--- config.mk ---
export PLATFORM = sky130hd
export DESIGN_NAME = text_to_u64_parser_core
export DESIGN_NICKNAME = d
export VERILOG_FILES = /design/src/rtl/t64p_pkg.sv /design/src/rtl/t64p_fifo.sv /design/src/rtl/t64p_front.sv /design/src/rtl/t64p_back.sv /design/src/rtl/text_to_u64_parser_core.sv
export SDC_FILE = /design/constraint.sdc
export NUM_CORES = 2
export LEC_CHECK = 0
export BUFFER_PORTS_ARGS = -buffer_cell sky130_fd_sc_hd__buf_2
export CAP_MARGIN = 15
export CELL_PAD_IN_SITES_DETAIL_PLACEMENT = 0
export CELL_PAD_IN_SITES_GLOBAL_PLACEMENT = 1
export CORE_MARGIN = 3
export CORE_UTILIZATION = 45
export CTS_BUF_LIST = sky130_fd_sc_hd__clkbuf_4
export DETAILED_ROUTE_END_ITERATION = 16
export HOLD_SLACK_MARGIN = 0.15
export PLACE_DENSITY_LB_ADDON = 0.1
export RECOVER_POWER = 100
export SLEW_MARGIN = 5
export SYNTH_ARGS = -nofsm -noshare
export SYNTH_HDL_FRONTEND = slang
export SYNTH_HIERARCHICAL = 1
export SYNTH_SLANG_ARGS = --single-unit
--- constraint.sdc ---
create_clock -name clk -period 9.95 [get_ports clk]
set_input_delay 2.4875 -clock clk [delete_from_list [all_inputs] [get_ports clk]]
set_output_delay 2.4875 -clock clk [all_outputs]
set_load 0.01 [all_outputs]
--- src/rtl/t64p_pkg.sv ---
// ----------------------------------------------------------------------------
// t64p_pkg
// shared types and constants of the text to u64 parser
// ----------------------------------------------------------------------------
package t64p_pkg;

	localparam int CHAR_W = 8;
	localparam int BASE_W = 6;
	localparam int VALUE_W = 64;
	localparam int POS_W = 12;
	localparam int STATUS_W = 2;

	localparam int MAX_TEXT_LEN = 4096;
	localparam int POS_LIMIT_I = ((MAX_TEXT_LEN - 1) < 4095) ? (MAX_TEXT_LEN - 1) : 4095;
	localparam logic [POS_W-1:0] POS_LIMIT = POS_W'(POS_LIMIT_I);

	localparam logic [BASE_W-1:0] MAX_BASE = 6'd36;
	localparam logic [BASE_W-1:0] NO_DIGIT = 6'd36;
	localparam logic [BASE_W-1:0] BASE_OCT = 6'd8;
	localparam logic [BASE_W-1:0] BASE_DEC = 6'd10;
	localparam logic [BASE_W-1:0] BASE_HEX = 6'd16;

	localparam int MID_DEPTH_DEF = 4;
	localparam int OUT_DEPTH_DEF = 2;

	typedef enum logic [STATUS_W-1:0] {
		ST_OK       = 2'd0,
		ST_OVERFLOW = 2'd1,
		ST_BAD_BASE = 2'd2
	} status_t;

	// classified character word
	typedef struct packed {
		logic              term;
		logic              space;
		logic              minus;
		logic              plus;
		logic              zero_ch;
		logic              x_ch;
		logic [BASE_W-1:0] digit;
		logic [POS_W-1:0]  next_pos;
	} tok_t;

	// result word
	typedef struct packed {
		logic [VALUE_W-1:0] value;
		status_t            status;
		logic               digits;
		logic [POS_W-1:0]   stop;
	} res_t;

endpackage

--- src/rtl/t64p_fifo.sv ---
// ----------------------------------------------------------------------------
// t64p_fifo
// small register queue with push/full and pop/empty
// ----------------------------------------------------------------------------
module t64p_fifo #(
	parameter int WIDTH = 8,
	parameter int DEPTH = 2
) (
	input  logic             clk,
	input  logic             arst_n,
	input  logic             wr_en,
	input  logic [WIDTH-1:0] wr_data,
	output logic             full,
	input  logic             rd_en,
	output logic [WIDTH-1:0] rd_data,
	output logic             empty
);

	localparam int AW = $clog2(DEPTH);
	localparam int CW = $clog2(DEPTH + 1);

	logic [WIDTH-1:0] mem_q [DEPTH];
	logic [AW-1:0]    wr_ptr_q;
	logic [AW-1:0]    rd_ptr_q;
	logic [CW-1:0]    count_q;
	logic             do_wr;
	logic             do_rd;

	assign full    = (count_q == CW'(DEPTH));
	assign empty   = (count_q == '0);
	assign do_wr   = wr_en && !full;
	assign do_rd   = rd_en && !empty;
	assign rd_data = mem_q[rd_ptr_q];

	always_ff @(posedge clk) begin
		if (do_wr) begin
			mem_q[wr_ptr_q] <= wr_data;
		end
	end

	always_ff @(posedge clk or negedge arst_n) begin
		if (!arst_n) begin
			wr_ptr_q <= '0;
			rd_ptr_q <= '0;
			count_q  <= '0;
		end else begin
			if (do_wr) begin
				wr_ptr_q <= (wr_ptr_q == AW'(DEPTH - 1)) ? '0 : wr_ptr_q + 1'b1;
			end
			if (do_rd) begin
				rd_ptr_q <= (rd_ptr_q == AW'(DEPTH - 1)) ? '0 : rd_ptr_q + 1'b1;
			end
			if (do_wr && !do_rd) begin
				count_q <= count_q + 1'b1;
			end else if (do_rd && !do_wr) begin
				count_q <= count_q - 1'b1;
			end
		end
	end

endmodule

--- src/rtl/t64p_front.sv ---
// ----------------------------------------------------------------------------
// t64p_front
// classifies each accepted character and tracks its position in the string
// ----------------------------------------------------------------------------
module t64p_front (
	input  logic                         clk,
	input  logic                         arst_n,
	input  logic                         accept,
	input  logic [t64p_pkg::CHAR_W-1:0]  char_code,
	output t64p_pkg::tok_t               tok
);

	logic [t64p_pkg::POS_W-1:0] pos_q;
	logic [t64p_pkg::POS_W-1:0] pos_next;
	logic                       is_term;

	assign is_term  = (char_code == 8'd0);
	assign pos_next = (pos_q >= t64p_pkg::POS_LIMIT) ? t64p_pkg::POS_LIMIT : pos_q + 1'b1;

	always_comb begin
		tok          = '0;
		tok.term     = is_term;
		tok.space    = (char_code == 8'd32) || (char_code >= 8'd9 && char_code <= 8'd13);
		tok.minus    = (char_code == 8'd45);
		tok.plus     = (char_code == 8'd43);
		tok.zero_ch  = (char_code == 8'd48);
		tok.x_ch     = (char_code == 8'd120) || (char_code == 8'd88);
		tok.next_pos = pos_next;
		priority if (char_code >= 8'd48 && char_code <= 8'd57) begin
			tok.digit = t64p_pkg::BASE_W'(char_code - 8'd48);
		end else if (char_code >= 8'd97 && char_code <= 8'd122) begin
			tok.digit = t64p_pkg::BASE_W'(char_code - 8'd87);
		end else if (char_code >= 8'd65 && char_code <= 8'd90) begin
			tok.digit = t64p_pkg::BASE_W'(char_code - 8'd55);
		end else begin
			tok.digit = t64p_pkg::NO_DIGIT;
		end
	end

	always_ff @(posedge clk or negedge arst_n) begin
		if (!arst_n) begin
			pos_q <= '0;
		end else if (accept) begin
			pos_q <= is_term ? '0 : pos_next;
		end
	end

endmodule

--- src/rtl/t64p_back.sv ---
// ----------------------------------------------------------------------------
// t64p_back
// parse sequencer: sign, base prefix, digit multiply-add and result forming
// ----------------------------------------------------------------------------
module t64p_back (
	input  logic                         clk,
	input  logic                         arst_n,
	input  logic [t64p_pkg::BASE_W-1:0]  cfg_base,
	input  logic                         tok_valid,
	input  t64p_pkg::tok_t               tok,
	output logic                         tok_take,
	input  logic                         res_full,
	output logic                         res_push,
	output t64p_pkg::res_t               res
);

	typedef enum logic [2:0] {
		PH_SPACE,
		PH_SIGNED,
		PH_ZERO,
		PH_DIGITS,
		PH_TAIL
	} phase_t;

	localparam int PW = t64p_pkg::VALUE_W + t64p_pkg::BASE_W;

	phase_t                        phase_q, phase_n;
	logic                          minus_q, minus_n;
	logic [t64p_pkg::BASE_W-1:0]   base_q, base_n;
	logic [t64p_pkg::VALUE_W-1:0]  acc_q, acc_n;
	logic                          ovf_q, ovf_n;
	logic                          dig_q, dig_n;
	logic [t64p_pkg::POS_W-1:0]    stop_q, stop_n;

	logic [t64p_pkg::BASE_W-1:0]   base_eff;
	logic [t64p_pkg::BASE_W-1:0]   td_base;
	logic                          base_bad;
	logic                          td_ok;
	logic                          do_as;
	logic                          do_td;
	logic [PW-1:0]                 prod;

	assign tok_take = tok_valid && !res_full;
	assign base_eff = (phase_q == PH_SPACE) ? cfg_base : base_q;
	assign base_bad = (base_eff == 6'd1) || (base_eff > t64p_pkg::MAX_BASE);
	assign td_base  = (phase_q == PH_ZERO) ? t64p_pkg::BASE_OCT :
		((base_eff == '0) ? t64p_pkg::BASE_DEC : base_eff);
	assign td_ok    = (td_base >= 6'd2) && (tok.digit < td_base);
	assign prod     = PW'(acc_q) * PW'(td_base) + PW'(tok.digit);

	always_comb begin
		phase_n  = phase_q;
		minus_n  = minus_q;
		base_n   = base_q;
		acc_n    = acc_q;
		ovf_n    = ovf_q;
		dig_n    = dig_q;
		stop_n   = stop_q;
		res_push = 1'b0;
		res      = '0;
		res.status = t64p_pkg::ST_OK;
		do_as    = 1'b0;
		do_td    = 1'b0;

		if (tok_take) begin
			if (tok.term) begin
				res_push = 1'b1;
				priority if (base_bad) begin
					res.status = t64p_pkg::ST_BAD_BASE;
				end else if (ovf_q) begin
					res.status = t64p_pkg::ST_OVERFLOW;
					res.digits = 1'b1;
					res.stop   = stop_q;
				end else if (dig_q) begin
					res.value  = minus_q ? (t64p_pkg::VALUE_W'(0) - acc_q) : acc_q;
					res.digits = 1'b1;
					res.stop   = stop_q;
				end else begin
				end
				phase_n = PH_SPACE;
				minus_n = 1'b0;
				base_n  = '0;
				acc_n   = '0;
				ovf_n   = 1'b0;
				dig_n   = 1'b0;
				stop_n  = '0;
			end else begin
				unique case (phase_q)
					PH_SPACE: begin
						if (!tok.space) begin
							base_n = cfg_base;
							priority if (tok.minus) begin
								minus_n = 1'b1;
								phase_n = PH_SIGNED;
							end else if (tok.plus) begin
								phase_n = PH_SIGNED;
							end else begin
								do_as = 1'b1;
							end
						end
					end
					PH_SIGNED: begin
						do_as = 1'b1;
					end
					PH_ZERO: begin
						if (tok.x_ch) begin
							base_n  = t64p_pkg::BASE_HEX;
							phase_n = PH_DIGITS;
						end else begin
							base_n = t64p_pkg::BASE_OCT;
							do_td  = 1'b1;
						end
					end
					PH_DIGITS: begin
						do_td = 1'b1;
					end
					default: begin
					end
				endcase

				if (do_as) begin
					priority if (base_bad) begin
						phase_n = PH_TAIL;
					end else if (base_eff == '0) begin
						if (tok.zero_ch) begin
							dig_n   = 1'b1;
							stop_n  = tok.next_pos;
							phase_n = PH_ZERO;
						end else begin
							base_n = t64p_pkg::BASE_DEC;
							do_td  = 1'b1;
						end
					end else begin
						do_td = 1'b1;
					end
				end

				if (do_td) begin
					if (!td_ok) begin
						phase_n = PH_TAIL;
					end else begin
						dig_n   = 1'b1;
						stop_n  = tok.next_pos;
						phase_n = PH_DIGITS;
						if (!ovf_q) begin
							ovf_n = (prod[PW-1:t64p_pkg::VALUE_W] != '0);
							acc_n = prod[t64p_pkg::VALUE_W-1:0];
						end
					end
				end
			end
		end
	end

	always_ff @(posedge clk or negedge arst_n) begin
		if (!arst_n) begin
			phase_q <= PH_SPACE;
			minus_q <= 1'b0;
			base_q  <= '0;
			acc_q   <= '0;
			ovf_q   <= 1'b0;
			dig_q   <= 1'b0;
			stop_q  <= '0;
		end else begin
			phase_q <= phase_n;
			minus_q <= minus_n;
			base_q  <= base_n;
			acc_q   <= acc_n;
			ovf_q   <= ovf_n;
			dig_q   <= dig_n;
			stop_q  <= stop_n;
		end
	end

endmodule

--- src/rtl/text_to_u64_parser_core.sv ---
// ----------------------------------------------------------------------------
// text_to_u64_parser_core
// streaming text to 64-bit unsigned integer parser
// ----------------------------------------------------------------------------
// Takes one character word per cycle and keeps taking one per cycle as long as
// results are popped. A zero byte ends a string and yields one result word,
// which goes from the token queue through the parse sequencer into the result
// queue before it shows on the result ports. Each character is classified on
// entry, queued, and then handled by the parse sequencer, whose 64 by 6 bit
// multiply-add per digit sets the rate of one character per clock while the
// result queue has room. number_base may be written only while no string is
// in flight; base 0 picks the radix from the prefix, 1 or above 36 is
// rejected.
// ----------------------------------------------------------------------------
module text_to_u64_parser_core #(
	parameter int MID_DEPTH = t64p_pkg::MID_DEPTH_DEF,
	parameter int OUT_DEPTH = t64p_pkg::OUT_DEPTH_DEF
) (
	input  logic                           clk,
	input  logic                           arst_n,
	input  logic                           push,
	output logic                           full,
	input  logic [t64p_pkg::CHAR_W-1:0]    char_code,
	output logic                           empty,
	input  logic                           pop,
	output logic [t64p_pkg::VALUE_W-1:0]   parsed_value,
	output logic [t64p_pkg::STATUS_W-1:0]  status,
	output logic                           digits_found,
	output logic [t64p_pkg::POS_W-1:0]     stop_offset,
	input  logic                           cfg_valid,
	output logic                           cfg_ready,
	input  logic [t64p_pkg::BASE_W-1:0]    number_base
);

	localparam int TOK_W = $bits(t64p_pkg::tok_t);
	localparam int RES_W = $bits(t64p_pkg::res_t);

	logic [t64p_pkg::BASE_W-1:0] number_base_q;
	logic                        mid_full;
	logic                        mid_empty;
	logic                        accept;
	logic                        tok_take;
	logic                        res_full;
	logic                        res_push;
	t64p_pkg::tok_t              tok_in;
	t64p_pkg::tok_t              tok_out;
	t64p_pkg::res_t              res_in;
	t64p_pkg::res_t              res_out;

	assign cfg_ready = 1'b1;
	assign full      = mid_full;
	assign accept    = push && !mid_full;

	always_ff @(posedge clk or negedge arst_n) begin
		if (!arst_n) begin
			number_base_q <= '0;
		end else if (cfg_valid && cfg_ready) begin
			number_base_q <= number_base;
		end
	end

	t64p_front u_front (
		.clk       (clk),
		.arst_n    (arst_n),
		.accept    (accept),
		.char_code (char_code),
		.tok       (tok_in)
	);

	t64p_fifo #(
		.WIDTH (TOK_W),
		.DEPTH (MID_DEPTH)
	) u_mid_q (
		.clk     (clk),
		.arst_n  (arst_n),
		.wr_en   (accept),
		.wr_data (tok_in),
		.full    (mid_full),
		.rd_en   (tok_take),
		.rd_data (tok_out),
		.empty   (mid_empty)
	);

	t64p_back u_back (
		.clk       (clk),
		.arst_n    (arst_n),
		.cfg_base  (number_base_q),
		.tok_valid (!mid_empty),
		.tok       (tok_out),
		.tok_take  (tok_take),
		.res_full  (res_full),
		.res_push  (res_push),
		.res       (res_in)
	);

	t64p_fifo #(
		.WIDTH (RES_W),
		.DEPTH (OUT_DEPTH)
	) u_out_q (
		.clk     (clk),
		.arst_n  (arst_n),
		.wr_en   (res_push),
		.wr_data (res_in),
		.full    (res_full),
		.rd_en   (pop),
		.rd_data (res_out),
		.empty   (empty)
	);

	assign parsed_value = res_out.value;
	assign status       = res_out.status;
	assign digits_found = res_out.digits;
	assign stop_offset  = res_out.stop;

endmodule

Word level (Yosys, flattened, before mapping)
Memories as Yosys holds them, arrays and structs flattened.
Index checks and enable logic that the tools add are counted.
{ "classes": {"add_sub_neg": 14, "multipliers": 1, "n_lt_le_gt_ge": 12, "n_eq_ne": 16, "muxes": 93, "n_reduce_logical": 41} }
{ "op_table": {"columns": ["cell", "count"], "rows": [
  ["64-bit 2-to-1 mux", 8],
  ["79-bit 2-to-1 mux", 2],
  ["12-bit 2-to-1 mux", 9],
  ["6-bit 2-to-1 mux", 12],
  ["70-bit by 6-bit adder with 70-bit output", 1],
  ["64-bit by 6-bit multiplier with 70-bit output", 1],
  ["1-bit by 64-bit subtractor with 64-bit output (first input constant)", 1],
  ["13-bit 2-to-1 mux", 3],
  ["3-bit 2-to-1 mux", 13],
  ["1-bit 2-to-1 mux", 36],
  ["8-bit by 6-bit == test with 1-bit output (second input constant)", 4],
  ["8-bit by 7-bit == test with 1-bit output (second input constant)", 2],
  ["8-bit by 7-bit >= comparator with 1-bit output (second input constant)", 2],
  ["8-bit by 7-bit <= comparator with 1-bit output (second input constant)", 2],
  ["1-bit logical AND", 15],
  ["12-bit by 1-bit adder with 12-bit output (second input constant)", 1],
  ["12-bit >= comparator (second input constant)", 1],
  ["6-bit case mux with 2 select lines", 1],
  ["2-bit nonzero test", 6],
  ["6-bit subtractor (second input constant)", 2],
  ["2-bit 2-to-1 mux", 5],
  ["8-bit by 4-bit >= comparator with 1-bit output (second input constant)", 1],
  ["8-bit by 6-bit >= comparator with 1-bit output (second input constant)", 1],
  ["8-bit by 4-bit <= comparator with 1-bit output (second input constant)", 1],
  ["other kinds (28)", 47]
]} }
{ "word_totals": {"regBits": 117, "ramBits": 254, "n_memories": 2} }
{ "memory_table": {"columns": ["memory", "depth", "word_bits", "rd", "rd_clocked_by_memory_dff", "write_ports", "line_no", "text"], "rows": [
  ["u_out_q.mem_q", 2, 79, 1, 0, 1, "t64p_fifo.sv:22", "logic [WIDTH-1:0] mem_q [DEPTH];"],
  ["u_mid_q.mem_q", 4, 24, 1, 0, 1, "t64p_fifo.sv:22", null]
]} }

Logic depth before layout (Yosys ltp)
{ "logic_depth": {"word_depth": 12, "ltp_mapped": 27, "mapped_depth_nobuf": 25} }

Hierarchy
Netlist, hierarchy kept.
{ "by_module_without_submodules": {"columns": ["mod", "instances", "cells_each", "area_per_inst_um2", "seq_area_each_um2"], "rows": [
  ["t64p_back", 1, 2128, 18649.1, 2202.1],
  ["t64p_fifo at u_out_q", 1, 265, 6298.5, 4844.6],
  ["t64p_fifo at u_mid_q", 1, 163, 3928.8, 3057.9],
  ["t64p_front", 1, 165, 1340.0, 300.3],
  ["text_to_u64_parser_core", 1, 17, 272.8, 150.1]
]} }

Worst setup path after synthesis
Ideal clock, no wire load.
{ "synth_path": {"path_kind": "flip-flop to flip-flop", "from": "reg u_back.phase_q[0]", "to": "reg u_back.ovf_q", "setup_time_ps": 124, "arrival_time_ps": 6916, "required_time_ps": 9826, "slack_ps": 2911, "path_stages_with_launch": 24, "path_buffers": 2, "path_cell_list": "dfrtp_1 o31a_1 a2111oi_2 and3_1 nand2_1 a22oi_1 clkbuf_1 and2_1 fa_1 fa_1 fa_1 ha_1 ha_1 clkbuf_1 nand4_1 nor4_2 nand3_1 or3_1 o221a_2 a21oi_2 a31oi_4 mux2i_1 or4_1 o31a_1"} }
{ "synth_via": {"elab_chain_cells": 12, "elab_cells_between_ends": 34, "cone_classes": "1 x add/sub; 1 x mul; 3 x order compare; 4 x eq/ne; 17 x mux; 8 x reduce/logical"} }
{ "synth_rtl": {"columns": ["element", "line_no", "text"], "rows": [
  ["start, declared", "t64p_back.sv:27", "phase_t phase_q, phase_n;"],
  ["start signal, assigned", "t64p_back.sv:165", "phase_q <= phase_n;"],
  ["3-bit zero test", "t64p_back.sv:44, t64p_back.sv:88", null],
  ["6-bit 2-to-1 mux", "t64p_back.sv:44", "assign base_eff = (phase_q == PH_SPACE) ? cfg_base : base_q;"],
  ["6-bit zero test", "t64p_back.sv:47, t64p_back.sv:124", null],
  ["6-bit 2-to-1 mux", "t64p_back.sv:47", "((base_eff == '0) ? t64p_pkg::BASE_DEC : base_eff);"],
  ["6-bit 2-to-1 mux", "t64p_back.sv:46", "assign td_base = (phase_q == PH_ZERO) ? t64p_pkg::BASE_OCT :"],
  ["64-bit by 6-bit multiplier with 70-bit output", "t64p_back.sv:49", "assign prod = PW'(acc_q) * PW'(td_base) + PW'(tok.digit);"],
  ["70-bit by 6-bit adder with 70-bit output", "t64p_back.sv:49", null],
  ["6-bit nonzero test", "t64p_back.sv:146", "ovf_n = (prod[PW-1:t64p_pkg::VALUE_W] != '0);"],
  ["1-bit 2-to-1 mux", "t64p_back.sv:145", "if (!ovf_q) begin"],
  ["1-bit 2-to-1 mux", "t64p_back.sv:139", "if (!td_ok) begin"],
  ["1-bit 2-to-1 mux", "t64p_back.sv:138", "if (do_td) begin"],
  ["1-bit 2-to-1 mux", "t64p_back.sv:66", "if (tok.term) begin"],
  ["end signal, assigned", "t64p_back.sv:169", "ovf_q <= ovf_n;"],
  ["end, declared", "t64p_back.sv:31", "logic ovf_q, ovf_n;"]
]} }
Parallel ways exist; a longest one is shown, timed or not. The select of a mux whose other input is x is not followed.
A chain may end at the register's enable or synchronous reset.

Final worst setup path
{ "layout_path": {"from": "reg u_back.phase_q[1]", "to": "reg u_back.ovf_q"} }
Same word-level chain as after synthesis.

==> results.json <==
{
  "dp_hpwl_um": 58700,
  "synth_enable_flop_cells": 254,
  "port_buffers": 99,
  "cts-resized-gates": 0,
  "rsz0062_at_grt": "no",
  "p_leak_uw": 0.0145,
  "clk_pin_slew_ns": 0.07,
  "async_reset_ff_share_pct": 31.5,
  "period_share_pct": 88.5,
  "route.detailed.drc": 0,
  "hold_viol": 0,
  "grt_pass1_vias": 22200,
  "grt_max_degree": 71,
  "yosys.area.top_type_share_pct": 25.0,
  "cts-root-buf": "clkbuf_4",
  "die_area_mm2": 0.0709,
  "wirelength_um": 80300,
  "fin_area_mm2": 0.0322,
  "status": "complete, but fails checks",
  "critical_path_class": "reg -> reg",
  "nFillCells": 6220,
  "timing.setup.tns_ns": 0,
  "yosysWarnings": 6,
  "finClkSkew_ns": 0.0684,
  "finalCriticalPeriod_ns": 8.81,
  "start_util_pct": 45.9,
  "worst_hold_slack_ns": 0.496,
  "wl_per_cell_um": 21.6,
  "multi_input_area_mm2": 0.0183,
  "timing.fmax_mhz": 114,
  "gp_congestion": 0.888,
  "p_int_uw": 3830,
  "crit_top_cell": "fa_1",
  "clk_path_buf_depth": 3,
  "path_cells": "nor3_2, a2111oi_2, and3_1, nand2_1, a22oi_2, clkbuf_2, and2_1, fa_1, fa_1, fa_1, ha_1, ha_1, nand4_1, nor4_1, inv_1, or3_1, o221a_2, a21oi_2, a31oi_1, mux2i_1, or4_1, o31a_1",
  "pin_count": 101,
  "syn_to_final_growth_pct": 5.56,
  "setup_viol": 0,
  "start_kind": "flip-flop",
  "fin_cells": 3715,
  "post_dp_cell_area_mm2": 0.0313,
  "antenna_left": 0,
  "syn_nets": 3177,
  "drt_first_pass_iters": 6,
  "place_inst": 3530,
  "max-cap-violations": 14,
  "die_w_um": 266,
  "seqCellArea_mm2": 0.0106,
  "post_synth.cell_area_avg_um2": 11.1,
  "p_comb_share_pct": 43.3,
  "rows": 94,
  "drt_iter0_markers": 1183,
  "vias": 20900,
  "p_clk_share_pct": 20.5,
  "tritoncts": "built",
  "grt_util_all_layers_pct": 23.3,
  "drive_gt1_share_pct": 12.9,
  "slew_headroom_pct": -215,
  "p_seq_share_pct": 36.1,
  "ys_ff_latch": 371,
  "critical_path.slowest_cell": "clkbuf_2",
  "arrival_ns": 9.51,
  "slew_violations": 604,
  "cp-end-kind": "flip-flop",
  "worstSkewPairLatency_ns": 0.85,
  "nets": 3207,
  "cts_hold_buf": 0,
  "synth_seq_area_share_pct": 34.6,
  "p_switching_uw": 2820,
  "synth.area.top_cells": "edfxtp_1, fa_1, dfrtp_1, ha_1, and2_1",
  "die_height_um": 266,
  "powerDensity_mw_per_mm2": 207,
  "synth_ff_type": "edfxtp_1",
  "cp_max_fo": 63,
  "hp-class": "reg -> reg",
  "yosys.area.top_type": "edfxtp_1",
  "synth_common_cells": "and2_1, edfxtp_1, fa_1, nand2_1, ha_1",
  "postLayoutCoreUtil_pct": 48.4,
  "cts_buffers": 99,
  "coreArea_mm2": 0.0665,
  "violations": "capacitance limit, slew limit",
  "antenna_found_initial": 1,
  "cts_max_level": 3,
  "cp.required_ns": 10.66,
  "synth.most_common_cell": "and2_1",
  "synthCells": 2738,
  "synth.distinct_cells": 112,
  "tightestPinTransition_ns": 4.72,
  "gr-total-overflow": 0,
  "peakVddDrop_mv": 0.192,
  "cpPeakStageDelay_ns": 1.02,
  "netlist_area_mm2": 0.0305,
  "clock_sinks": 371,
  "p_sw_share_pct": 42.4,
  "grt_pass1_wl_um": 129000,
  "post_cts_buffers": 0,
  "vias_per_cell": 5.63
}
## flip-flops by register name, summed over array words and instances, names as in the netlist
name / count
number_base_q: 6
u_back/acc_q: 64
u_back/base_q: 6
u_back/dig_q: 1
u_back/minus_q: 1
u_back/ovf_q: 1
u_back/phase_q: 3
u_back/stop_q: 12
u_front/pos_q: 12
u_mid_q/count_q: 3
u_mid_q/mem_q: 96
u_mid_q/rd_ptr_q: 2
u_mid_q/wr_ptr_q: 2
u_out_q/count_q: 2
u_out_q/mem_q: 158
u_out_q/rd_ptr_q: 1
u_out_q/wr_ptr_q: 1
## logic make-up after synthesis
group,count (synthesis),synth area share (%)
AOI/OAI and AO/OA,482,10.3
xor gates and xnor gates,141,4.05
adders and majority gates,420,23.5
buffers and inverters,276,4.24
DFF,371,34.6
muxes,122,6.45
other,1,0.0123
and+or+nand+nor,925,16.9
## critical path, delay by kind of cell (launching register included)
kind            cells  cell delay, ns
compound gates      6            1.52
fa+ha+maj           5            2.15
buf+inv             2            1.09
flops               1            0.85
mux                 1            0.15
simple gates        8            2.83
## layer usage
| metal | up-vias | global-route usage, % | routed length [um] |
|---|---|---|---|
| li1 | 9680 | - | - |
| met1 | 10600 | 33.0 | 37500 |
| met2 | 503 | 38.1 | 37900 |
| met3 | 96 | 3.29 | 3320 |
| met4 | 0 | 5.57 | 1560 |
| met5 | - | 0 | 0 |
## per-stage QoR
stage          power (uW)  setup slack [ns]
6_report             6660              1.14
5_1_grt              7120             0.617
4_1_cts              6970              1.77
3_5_place_dp         5550              1.76
3_3_place_gp         5500              1.75
2_1_floorplan        4560              2.91
## worst paths after layout
check | from | to | slack [ns] | cells after the start
min reg2reg | u_back/stop_q[3] | u_back/stop_q[3] | 0.50 | 1
max in group asynchronous | arst_n | u_back/base_q[1] | 3.93 | 1
min | u_back/stop_q[3] | u_back/stop_q[3] | 0.50 | 1
max | u_back/phase_q[1] | u_back/ovf_q | 1.14 | 22
min in group asynchronous | arst_n | u_back/acc_q[56] | 3.36 | 1
max reg2reg | u_back/phase_q[1] | u_back/ovf_q | 1.14 | 22
## power groups by stage
| stage | combinational (uW) | sequential (uW) | clock, uW |
|---|---|---|---|
| floorplan | 2230 | 2330 | 0 |
| global placement | 3080 | 2420 | 0 |
| detailed placement | 3110 | 2440 | 0 |
| CTS | 3130 | 2410 | 1430 |
| global route | 3150 | 2460 | 1510 |
| finish | 2890 | 2400 | 1370 |
## cell usage in the layout (no fill, tap or decap), types with 9 or more instances in the layout
cell type	count
mux4_2	24
a21o_1	38
and2_1	244
o21ai_0	138
and2_0	22
clkbuf_1	14
clkbuf_4	149
fa_1	253
o21a_1	11
a22o_1	20
clkinv_1	20
inv_1	82
nor2b_1	134
a21oi_1	111
o31ai_1	27
dfrtp_1	116
buf_4	11
nand2_1	179
edfxtp_1	254
nor3_1	22
mux2_1	86
or3_1	12
xor2_1	97
nand4_1	33
o21bai_1	14
nand2b_1	22
nor2_1	156
buf_2	94
nand3_1	26
xnor2_1	44
a31oi_1	14
or2_2	9
o21ai_1	15
ha_1	167
## layout make-up
cell class / count / share of cell area, %
antenna: 1 / 0.00777
multi-input combinational: 2091 / 56.8
clock buffer: 149 / 3.48
inverter: 84 / 0.980
sequential: 371 / 32.8
tap: 864 / 3.36
timing repair buffer: 121 / 1.96
clock inverter: 34 / 0.583
No activity file was read; power rests on OpenSTA's default activity.
